$ cat config.mk
export PLATFORM = sky130hd
export DESIGN_NAME = jittered_exponential_backoff
export DESIGN_NICKNAME = d
export VERILOG_FILES = /design/src/jeb_pkg.sv /design/src/jeb_div.sv /design/src/jittered_exponential_backoff.sv
export SDC_FILE = /design/constraint.sdc
export NUM_CORES = 2
export LEC_CHECK = 0
export BUFFER_PORTS_ARGS = -buffer_cell sky130_fd_sc_hd__buf_2
export CORE_MARGIN = 5
export CORE_UTILIZATION = 40
export DETAILED_ROUTE_END_ITERATION = 12
export SKIP_LAST_GASP = 1
export SLEW_MARGIN = 20
export SYNTH_ARGS = -nofsm -noshare
export SYNTH_HDL_FRONTEND = slang
export SYNTH_SLANG_ARGS = --single-unit
$ cat constraint.sdc
create_clock -name aclk -period 9.9 [get_ports aclk]
set_input_delay 0.99 -clock aclk [delete_from_list [all_inputs] [get_ports aclk]]
set_output_delay 0.99 -clock aclk [all_outputs]
set_load 0.01 [all_outputs]
$ cat src/jeb_pkg.sv
package jeb_pkg;

    localparam int ATTEMPT_BITS = 32;

    localparam logic [31:0] GOLDEN_SEED = 32'h9e37_79b9;

    // register reset values
    localparam logic [31:0] RST_BASE_DELAY = 32'd1000;
    localparam logic [31:0] RST_CAP_DELAY  = 32'd300000;
    localparam logic [31:0] RST_STABLE     = 32'd30000;
    localparam logic [31:0] RST_SEED       = GOLDEN_SEED;

    // register indexes
    localparam int CFG_IDX_W = 2;
    localparam logic [CFG_IDX_W-1:0] REG_BASE_DELAY = 2'd0;
    localparam logic [CFG_IDX_W-1:0] REG_CAP_DELAY  = 2'd1;
    localparam logic [CFG_IDX_W-1:0] REG_STABLE     = 2'd2;
    localparam logic [CFG_IDX_W-1:0] REG_SEED       = 2'd3;

    // commands
    localparam logic [1:0] CMD_CONNECT = 2'd0;
    localparam logic [1:0] CMD_CHECK   = 2'd1;
    localparam logic [1:0] CMD_NEXT    = 2'd2;

    // x / 5 == (x * DIV5_MUL) >> 34 for any 32-bit x
    localparam logic [31:0] DIV5_MUL   = 32'hCCCC_CCCD;
    localparam int          SPAN_W     = 30;

    localparam int DIV_W     = 32;
    localparam int DIV_CNT_W = $clog2(DIV_W + 1);

    typedef enum logic [3:0] {
        ST_IDLE,
        ST_EVAL,
        ST_NOM,
        ST_SPAN,
        ST_DIV,
        ST_WAIT,
        ST_FIN,
        ST_OUT
    } state_t;

    typedef struct packed {
        logic             start;
        logic [DIV_W-1:0] dividend;
        logic [DIV_W-1:0] divisor;
    } div_req_t;

    typedef struct packed {
        logic             done;
        logic [DIV_W-1:0] remainder;
    } div_rsp_t;

    function automatic logic [31:0] xorshift32(input logic [31:0] s);
        logic [31:0] x;
        x = (s == 32'd0) ? GOLDEN_SEED : s;
        x = x ^ (x << 13);
        x = x ^ (x >> 17);
        x = x ^ (x << 5);
        return x;
    endfunction

endpackage

$ cat src/jeb_div.sv
// Restoring divider, one quotient bit per cycle; only the remainder is kept.
module jeb_div (
    input  logic              aclk,
    input  logic              aresetn,
    input  jeb_pkg::div_req_t req,
    output jeb_pkg::div_rsp_t rsp
);

    logic                          busy_reg, busy_next;
    logic                          done_reg, done_next;
    logic [jeb_pkg::DIV_CNT_W-1:0] cnt_reg, cnt_next;
    logic [jeb_pkg::DIV_W-1:0]     rem_reg, rem_next;
    logic [jeb_pkg::DIV_W-1:0]     quo_reg, quo_next;
    logic [jeb_pkg::DIV_W-1:0]     dvs_reg, dvs_next;
    logic [jeb_pkg::DIV_W:0]       trial;
    logic [jeb_pkg::DIV_W:0]       diff;

    always_comb begin
        busy_next = busy_reg;
        done_next = 1'b0;
        cnt_next  = cnt_reg;
        rem_next  = rem_reg;
        quo_next  = quo_reg;
        dvs_next  = dvs_reg;
        trial     = {rem_reg, quo_reg[jeb_pkg::DIV_W-1]};
        diff      = trial - {1'b0, dvs_reg};

        if (req.start) begin
            busy_next = 1'b1;
            cnt_next  = jeb_pkg::DIV_CNT_W'(jeb_pkg::DIV_W);
            rem_next  = '0;
            quo_next  = req.dividend;
            dvs_next  = req.divisor;
        end else if (busy_reg) begin
            // remainder stays below divisor, so it fits in DIV_W bits
            rem_next = diff[jeb_pkg::DIV_W] ? trial[jeb_pkg::DIV_W-1:0]
                                             : diff[jeb_pkg::DIV_W-1:0];
            quo_next = {quo_reg[jeb_pkg::DIV_W-2:0], 1'b0};
            cnt_next = cnt_reg - 1'b1;
            if (cnt_reg == jeb_pkg::DIV_CNT_W'(1)) begin
                busy_next = 1'b0;
                done_next = 1'b1;
            end
        end
    end

    always_ff @(posedge aclk) begin
        if (!aresetn) begin
            busy_reg <= 1'b0;
            done_reg <= 1'b0;
            cnt_reg  <= '0;
        end else begin
            busy_reg <= busy_next;
            done_reg <= done_next;
            cnt_reg  <= cnt_next;
        end
        rem_reg <= rem_next;
        quo_reg <= quo_next;
        dvs_reg <= dvs_next;
    end

    assign rsp.done      = done_reg;
    assign rsp.remainder = rem_reg;

endmodule

$ cat src/jittered_exponential_backoff.sv
// channel   | handshake        | payload
// ----------+------------------+-----------------------------------------
// request   | s_valid/s_ready  | s_cmd, s_now_ms
// result    | m_valid/m_ready  | m_attempt, m_delay_ms, m_reset_done
// config    | cfg_we           | cfg_index, cfg_wdata
//
// Connect, check and unused commands: ST_EVAL, then the result register loads in ST_OUT.
// Next-delay: ST_EVAL, the one-step-per-cycle doubling loop in ST_NOM, ST_SPAN, the
// 32-step serial divider (ST_DIV, ST_WAIT), ST_FIN and ST_OUT, in that order.
// One request in flight; a new one is taken while a result waits on m_ready.
// Synchronous active-low reset, no clearing pass.
module jittered_exponential_backoff (
    input  logic                             aclk,
    input  logic                             aresetn,
    input  logic                             s_valid,
    output logic                             s_ready,
    input  logic [1:0]                       s_cmd,
    input  logic [63:0]                      s_now_ms,
    output logic                             m_valid,
    input  logic                             m_ready,
    output logic [31:0]                      m_attempt,
    output logic [31:0]                      m_delay_ms,
    output logic                             m_reset_done,
    input  logic                             cfg_we,
    input  logic [jeb_pkg::CFG_IDX_W-1:0]    cfg_index,
    input  logic [31:0]                      cfg_wdata
);

    localparam int AB = jeb_pkg::ATTEMPT_BITS;

    jeb_pkg::state_t state_reg, state_next;

    logic [31:0]    base_reg, cap_reg, stable_reg;
    logic [AB-1:0]  attempt_reg, attempt_next;
    logic [31:0]    rng_reg, rng_next;
    logic [63:0]    since_reg, since_next;
    logic           conn_reg, conn_next;

    logic [1:0]     cmd_reg, cmd_next;
    logic [63:0]    now_reg, now_next;
    logic [AB-1:0]  loop_reg, loop_next;
    logic [31:0]    nom_reg, nom_next;
    logic [jeb_pkg::SPAN_W-1:0] span_reg, span_next;
    logic [31:0]    delay_reg, delay_next;
    logic           rst_reg, rst_next;

    logic           m_valid_reg, m_valid_next;
    logic [31:0]    m_attempt_reg, m_attempt_next;
    logic [31:0]    m_delay_reg, m_delay_next;
    logic           m_rst_reg, m_rst_next;

    logic [63:0]    elapsed;
    logic           stable_hit;
    logic [AB-1:0]  att_new;
    logic [63:0]    prod;
    logic [32:0]    jit;

    jeb_pkg::div_req_t div_req;
    jeb_pkg::div_rsp_t div_rsp;

    jeb_div u_div (
        .aclk    (aclk),
        .aresetn (aresetn),
        .req     (div_req),
        .rsp     (div_rsp)
    );

    always_comb begin
        state_next     = state_reg;
        attempt_next   = attempt_reg;
        rng_next       = rng_reg;
        since_next     = since_reg;
        conn_next      = conn_reg;
        cmd_next       = cmd_reg;
        now_next       = now_reg;
        loop_next      = loop_reg;
        nom_next       = nom_reg;
        span_next      = span_reg;
        delay_next     = delay_reg;
        rst_next       = rst_reg;
        m_valid_next   = m_valid_reg;
        m_attempt_next = m_attempt_reg;
        m_delay_next   = m_delay_reg;
        m_rst_next     = m_rst_reg;

        div_req.start    = 1'b0;
        div_req.dividend = rng_reg;
        div_req.divisor  = {1'b0, span_reg, 1'b1};

        elapsed    = now_reg - since_reg;
        stable_hit = conn_reg && (now_reg >= since_reg) && (elapsed >= {32'd0, stable_reg});
        att_new    = stable_hit ? '0 : attempt_reg;
        if (att_new != '1) begin
            att_new = att_new + 1'b1;
        end
        prod = nom_reg * jeb_pkg::DIV5_MUL;
        jit  = {1'b0, nom_reg} - {3'd0, span_reg} + {1'b0, div_rsp.remainder};

        if (m_valid_reg && m_ready) begin
            m_valid_next = 1'b0;
        end

        case (state_reg)
            jeb_pkg::ST_IDLE: begin
                if (s_valid) begin
                    cmd_next   = s_cmd;
                    now_next   = s_now_ms;
                    state_next = jeb_pkg::ST_EVAL;
                end
            end
            jeb_pkg::ST_EVAL: begin
                rst_next   = 1'b0;
                delay_next = '0;
                state_next = jeb_pkg::ST_OUT;
                case (cmd_reg)
                    jeb_pkg::CMD_CONNECT: begin
                        if (!conn_reg) begin
                            conn_next  = 1'b1;
                            since_next = now_reg;
                        end
                    end
                    jeb_pkg::CMD_CHECK: begin
                        if (stable_hit) begin
                            attempt_next = '0;
                            since_next   = now_reg;
                            rst_next     = 1'b1;
                        end
                    end
                    jeb_pkg::CMD_NEXT: begin
                        rst_next     = stable_hit;
                        conn_next    = 1'b0;
                        since_next   = '0;
                        attempt_next = att_new;
                        loop_next    = att_new - 1'b1;
                        nom_next     = base_reg;
                        rng_next     = jeb_pkg::xorshift32(rng_reg);
                        state_next   = jeb_pkg::ST_NOM;
                    end
                    default: begin
                    end
                endcase
            end
            jeb_pkg::ST_NOM: begin
                // one doubling per cycle until attempts run out or cap is reached
                if (loop_reg != '0 && nom_reg < cap_reg) begin
                    if (nom_reg > (cap_reg >> 1)) begin
                        nom_next   = cap_reg;
                        state_next = jeb_pkg::ST_SPAN;
                    end else begin
                        nom_next  = {nom_reg[30:0], 1'b0};
                        loop_next = loop_reg - 1'b1;
                    end
                end else begin
                    if (nom_reg > cap_reg) begin
                        nom_next = cap_reg;
                    end
                    state_next = jeb_pkg::ST_SPAN;
                end
            end
            jeb_pkg::ST_SPAN: begin
                span_next  = prod[63:34];
                state_next = jeb_pkg::ST_DIV;
            end
            jeb_pkg::ST_DIV: begin
                div_req.start = 1'b1;
                state_next    = jeb_pkg::ST_WAIT;
            end
            jeb_pkg::ST_WAIT: begin
                if (div_rsp.done) begin
                    state_next = jeb_pkg::ST_FIN;
                end
            end
            jeb_pkg::ST_FIN: begin
                delay_next = (jit > {1'b0, cap_reg}) ? cap_reg : jit[31:0];
                state_next = jeb_pkg::ST_OUT;
            end
            jeb_pkg::ST_OUT: begin
                if (!m_valid_reg || m_ready) begin
                    m_valid_next   = 1'b1;
                    m_attempt_next = 32'(attempt_reg);
                    m_delay_next   = delay_reg;
                    m_rst_next     = rst_reg;
                    state_next     = jeb_pkg::ST_IDLE;
                end
            end
            default: begin
                state_next = jeb_pkg::ST_IDLE;
            end
        endcase

        // seed write reloads the generator
        if (cfg_we && cfg_index == jeb_pkg::REG_SEED) begin
            rng_next = cfg_wdata;
        end
    end

    always_ff @(posedge aclk) begin
        if (!aresetn) begin
            state_reg   <= jeb_pkg::ST_IDLE;
            attempt_reg <= '0;
            rng_reg     <= jeb_pkg::RST_SEED;
            since_reg   <= '0;
            conn_reg    <= 1'b0;
            m_valid_reg <= 1'b0;
        end else begin
            state_reg   <= state_next;
            attempt_reg <= attempt_next;
            rng_reg     <= rng_next;
            since_reg   <= since_next;
            conn_reg    <= conn_next;
            m_valid_reg <= m_valid_next;
        end
        cmd_reg       <= cmd_next;
        now_reg       <= now_next;
        loop_reg      <= loop_next;
        nom_reg       <= nom_next;
        span_reg      <= span_next;
        delay_reg     <= delay_next;
        rst_reg       <= rst_next;
        m_attempt_reg <= m_attempt_next;
        m_delay_reg   <= m_delay_next;
        m_rst_reg     <= m_rst_next;
    end

    always_ff @(posedge aclk) begin
        if (!aresetn) begin
            base_reg   <= jeb_pkg::RST_BASE_DELAY;
            cap_reg    <= jeb_pkg::RST_CAP_DELAY;
            stable_reg <= jeb_pkg::RST_STABLE;
        end else if (cfg_we) begin
            case (cfg_index)
                jeb_pkg::REG_BASE_DELAY: base_reg   <= cfg_wdata;
                jeb_pkg::REG_CAP_DELAY:  cap_reg    <= cfg_wdata;
                jeb_pkg::REG_STABLE:     stable_reg <= cfg_wdata;
                default: begin
                end
            endcase
        end
    end

    assign s_ready      = (state_reg == jeb_pkg::ST_IDLE);
    assign m_valid      = m_valid_reg;
    assign m_attempt    = m_attempt_reg;
    assign m_delay_ms   = m_delay_reg;
    assign m_reset_done = m_rst_reg;

endmodule

# Yosys cells after proc, flatten, opt, wreduce, memory -nomap -nowiden
# Index checks and enable logic that the tools add are counted.
# totals
input_bits	105
register_bits	590
out_inout_bits	67
word_cells	148
# classes
n_mux	44
n_addsub	8
bitwise	5
eq_ne	24
reduce_logical	34
multipliers	1
magnitude_cmp	6
# op_table
operator	n
$mux W32	17
$pmux W32 S2	4
$pmux W64 S3	1
$mux W64	2
$ge A64 B32 Y1	1
$ge A64 B64 Y1	1
$mul A32 B32 Y64 const B	1
$sub A32 B1 Y32 const B	2
$sub A64 B64 Y64	1
$xor A32 B32 Y32	2
$add A33 B32 Y33	1
$gt A33 B32 Y1	1
$sub A32 B30 Y33	1
$sub A33 B31 Y33	1
$add A32 B1 Y32 const B	1
$gt A32 B31 Y1	1
$gt A32 B32 Y1	1
$logic_not A32 Y1	1
$lt A32 B32 Y1	1
$ne A32 B32 Y1 const B	1
$pmux W4 S8	1
$reduce_bool A32 Y1	1
$xor A32 B15 Y32	1
$mux W4	5
27 further kinds	72

# Depth between registers and ports, before layout
# logic_depth
ltp_word	9
mapped_depth	49
mapped_depth_nobuf	48

# Modules after synthesis
# A second synthesis with hierarchy kept.
# hier_totals
cells_unflattened	5689
area_unflattened_um2	53209.8
# by_module_without_submodules
mod	area_each_um2	cells_per_inst	n_inst	seq_area_each_um2
jittered_exponential_backoff	47194.0	5108	1	12331.8
jeb_div	6015.8	581	1	2722.6

# Worst setup path before layout
# OpenSTA, ideal clock, no wires.
# synth_path
path_type	flip-flop to flip-flop
start	register now_reg[2]
end	register loop_reg[29], data pin
path_buffers	1
stages_incl_launch_ff	47
required_time_ps	9628
t_arrival_ps	8538
setup_time_ps	272
setup_slack_ps	1090
path_cell_list	edfxtp_1 > ha_1 > nor2b_1 > o31a_1 > o21a_1 > o21ai_0 > nand2b_1 > a21oi_1 > o21bai_1 > and2_1 > o21ai_0 > nand2b_1 > a21oi_1 > o21bai_1 > a21oi_1 > o21bai_1 > xor2_1 > ha_1 > [... 11 more ...] > ha_1 > nand2_1 > nor2_1 > and3_1 > clkbuf_1 > and3_1 > nand2_1 > nor2_1 > and3_1 > xnor2_1 > nor2_1 > a21oi_1 > nand3_1 > o21a_1 > a211o_1 > or4_1 > nand4b_1 > xnor2_1
# synth_between
elab_chain_cells	9
elab_cells_between_ends	12
cone_classes	add/sub: 3; order compare: 2; eq/ne: 1; mux: 4; reduce/logical: 2
# synth_rtl
item	line_no	source
start: declaration	jittered_exponential_backoff.sv:40	logic [63:0] now_reg, now_next;
start signal: assignment	jittered_exponential_backoff.sv:214	now_reg <= now_next;
$sub A64 B64 Y64 / $ge A64 B64 Y1 (equally long branches)	jittered_exponential_backoff.sv:90, jittered_exponential_backoff.sv:91	
$ge A64 B32 Y1 / $logic_and A1 B1 Y1 (equally long branches)	jittered_exponential_backoff.sv:91	stable_hit = conn_reg && (now_reg >= since_reg) && (elapsed >= {32'd0, stable_reg});
$logic_and A1 B1 Y1 *	jittered_exponential_backoff.sv:91	
$mux W32 *	-	
$add A32 B1 Y32 / $ne A32 B32 Y1 (equally long branches)	jittered_exponential_backoff.sv:94, jittered_exponential_backoff.sv:93	
$mux W32 *	jittered_exponential_backoff.sv:93	if (att_new != '1) begin
$sub A32 B1 Y32 *	jittered_exponential_backoff.sv:134	loop_next = att_new - 1'b1;
$mux W32 *	jittered_exponential_backoff.sv:115	case (cmd_reg)
$pmux W32 S2 *	jittered_exponential_backoff.sv:103	case (state_reg)
via loop_next[29]	jittered_exponential_backoff.sv:41	logic [AB-1:0] loop_reg, loop_next;
end signal: assignment	jittered_exponential_backoff.sv:215	loop_reg <= loop_next;
end: declaration	jittered_exponential_backoff.sv:41	
# The timed path passes the listed nets; every way through them passes the cells marked *. The select of a mux whose other input is x is not followed.
# A chain may end at the register's enable or synchronous reset.

# Worst setup path in the final report
# layout_path
start	register nom_reg[9]
end	register span_reg[29] (netlist bit), data pin
# layout_between
elab_chain_cells	1
# layout_rtl
item	line_no	source
start: declaration	jittered_exponential_backoff.sv:42	logic [31:0] nom_reg, nom_next;
start signal: assignment	jittered_exponential_backoff.sv:216	nom_reg <= nom_next;
$mul A32 B32 Y64	jittered_exponential_backoff.sv:96	prod = nom_reg * jeb_pkg::DIV5_MUL;
via prod[63]	jittered_exponential_backoff.sv:55	logic [63:0] prod;
end signal: assignment	jittered_exponential_backoff.sv:217	span_reg <= span_next;
end: declaration	jittered_exponential_backoff.sv:43	logic [jeb_pkg::SPAN_W-1:0] span_reg, span_next;
# The timed path passes the listed nets, and every way through them passes these cells.

==> results.cfg <==
[timing]
fin_worst_skew_ps = 44.03
slew_violations = 0
holdWs_ps = 415.6
slew_headroom = 0.2755
post-route-period-util = 0.9518
hold_viol = 0
finalWorstSetupSlack_ps = 477.6
fin_setup_tns_ps = 0
setup_viol = 0
tightest_slew_ps = 1087
fmax_mhz = 106.1
period_needed_ps = 9422

[clocking]
cts_tree = yes
cts-root-buf = clkbuf_16
clk_path_buf_depth = 3
cts_htree_levels = 3
cts.clk_slew.worst_paths_ps = 70
cts_buffers = 74
clock_latency_ps = 680
cts_sinks = 589

[worst_setup_path]
critPathKind = reg2reg
worstPathRequired_ps = 10320
rr_endpoint = span_reg[29]
startpoint = nom_reg[9]
start_kind = register
worstSetupEndpointType = register
r2r_start = nom_reg[9]
worstSetupEndpoint = span_reg[29]
crit_cells = 33
max_stage_delay_ps = 580
crit_buf_inv = 9
cp_top_family = adder cells
critPathArrivalTime_ps = 9840
cp_common_cell = fa_1
slowest_stage = a211oi_1
r2r_slack_ps = 480
reg2regPathDepth = 33
cp_max_fo = 5

[synth]
yosysWarnings = 0
synth_top_area_frac = 0.1824
synth_edf_count = 320
synth.area.top_cells = edfxtp_1 (18%), fa_1 (17%), ha_1 (14%)
async_flop_share = 0
syn_nets = 6843
synth_common_cells = inv_1 (971), nand2_1 (624), ha_1 (600)
synth_most_common_cell = inv_1
synthDistinctLibCells = 102
synth-main-ff-cell = edfxtp_1
synth_area_um2 = 52690
syn-instance-count = 5691
ys_ff_latch = 589
synth_top_cell_by_area = edfxtp_1
syn_area_per_cell_um2 = 9.258
ys_seq_area_frac = 0.2846

[floorplanning]
core_um2 = 131100
initial_core_util = 0.4018
dieHeight_um = 372.9
rows = 133
dieArea_um2 = 139100
io-pin-count = 172
die_w_um = 372.9

[placement]
place_hpwl_mm = 136.3
portBuffers = 171
dp_slack_ps = 308.9
gp_congestion = 0.9728

[routing]
postRouteAntennaNets = 0
firstDrtPassIters = 8
vias = 41210
viasPerCell = 5.360
avgRoutedWirePerCell_um = 21.89
drt_iter0_markers = 3201
drc_errors = 0
totalWireLength_mm = 168.3

[global_route]
grt_max_degree = 142
grt_pass1_vias = 41050
grt_usage = 0.2371
grt.overflow.total = 0
antenna_found_initial = 6
grt_first_pass_wirelength_mm = 254.7

[hold_path]
hp-class = reg2reg

[layout]
syn_to_final_growth_pct = 11.03
drive_above_1_share = 0.08415
fin_nets = 7022

[flow_run]
cap_violations = 0

[outcome]
status = complete, no violations
[cell type report]
class / count / area [um2]
Antenna cell: 3 / 7.507
Clock buffer: 94 / 1998
Clock inverter: 42 / 429.2
Fill cell: 12820 / 72630
Inverter: 972 / 3649
Multi-Input combinational cell: 3934 / 33400
Sequential cell: 589 / 15000
Tap cell: 1755 / 2196
Timing Repair Buffer: 299 / 1823
[worst min-delay path by stage]
| stage | from | endpoint | slack [ps] | cells after the start |
|---|---|---|---|---|
| after floorplan | delay_reg[0] | m_delay_ms[0] | 400 | 0 |
| after global placement | delay_reg[20] | m_delay_ms[20] | 410 | 0 |
| after detailed placement | delay_reg[3] | m_delay_ms[3] | 400 | 0 |
| after CTS | delay_reg[0] | m_delay_ms[0] | 420 | 0 |
| after global routing | delay_reg[4] | m_delay_ms[4] | 420 | 0 |
| final | delay_reg[0] | m_delay_ms[0] | 420 | 0 |
[cell usage in the layout, fill, tap and decap left out, types with 164 or more instances in the layout]
master / count
a21boi_0: 164
a21oi_1: 250
buf_2: 170
dfxtp_1: 268
edfxtp_1: 320
fa_1: 446
ha_1: 598
inv_1: 970
nand2_1: 623
nand3_1: 165
nor2_1: 285
o21ai_0: 246
[kinds of logic after synthesis]
group           Yosys count  synth area share
compound gates         1041            0.1294
xor+xnor                230           0.03823
fa+ha+maj              1047            0.3123
buf+inv                1168           0.08395
flops                   589            0.2846
mux                      74           0.01411
simple gates           1542            0.1374
[worst reg2reg max path, delay by kind of cell (launching register included)]
family | cells | cell delay (ps)
flops | 1 | 540
simple gates | 3 | 630
buf+inv | 9 | 930
compound gates | 11 | 2750
fa+ha+maj | 9 | 4220
xor+xnor | 1 | 120
[layer usage]
| metal | global-route usage | share of wire | vias up |
|---|---|---|---|
| li1 | - | - | 19490 |
| met1 | 0.3097 | 0.42 | 20140 |
| met2 | 0.4015 | 0.48 | 1291 |
| met3 | 0.03521 | 0.058 | 280 |
| met4 | 0.08371 | 0.041 | 8 |
| met5 | 0 | 0.00033 | - |
[through the flow]
step / cell area [um2] / cells / utilization
global placement: 55940 / 7544 / 0.4266
detailed placement: 55940 / 7544 / 0.4266
global route: 58490 / 7685 / 0.4461
floorplan: 52690 / 5691 / -
CTS: 58370 / 7680 / 0.4451
finish: 58500 / 7688 / 0.4461
[timing repair]
| action | 4_1_cts | 5_1_grt |
|---|---|---|
| hold buffers | 0 | 0 |
| setup endpoints to repair | 0 | 18 |
| buffers inserted | 0 | 5 |
| resized for setup | 0 | 20 |
Power is left out: the tool's default activity adds up to more than one toggle a clock period on the data nets, which glitch-free logic cannot reach.
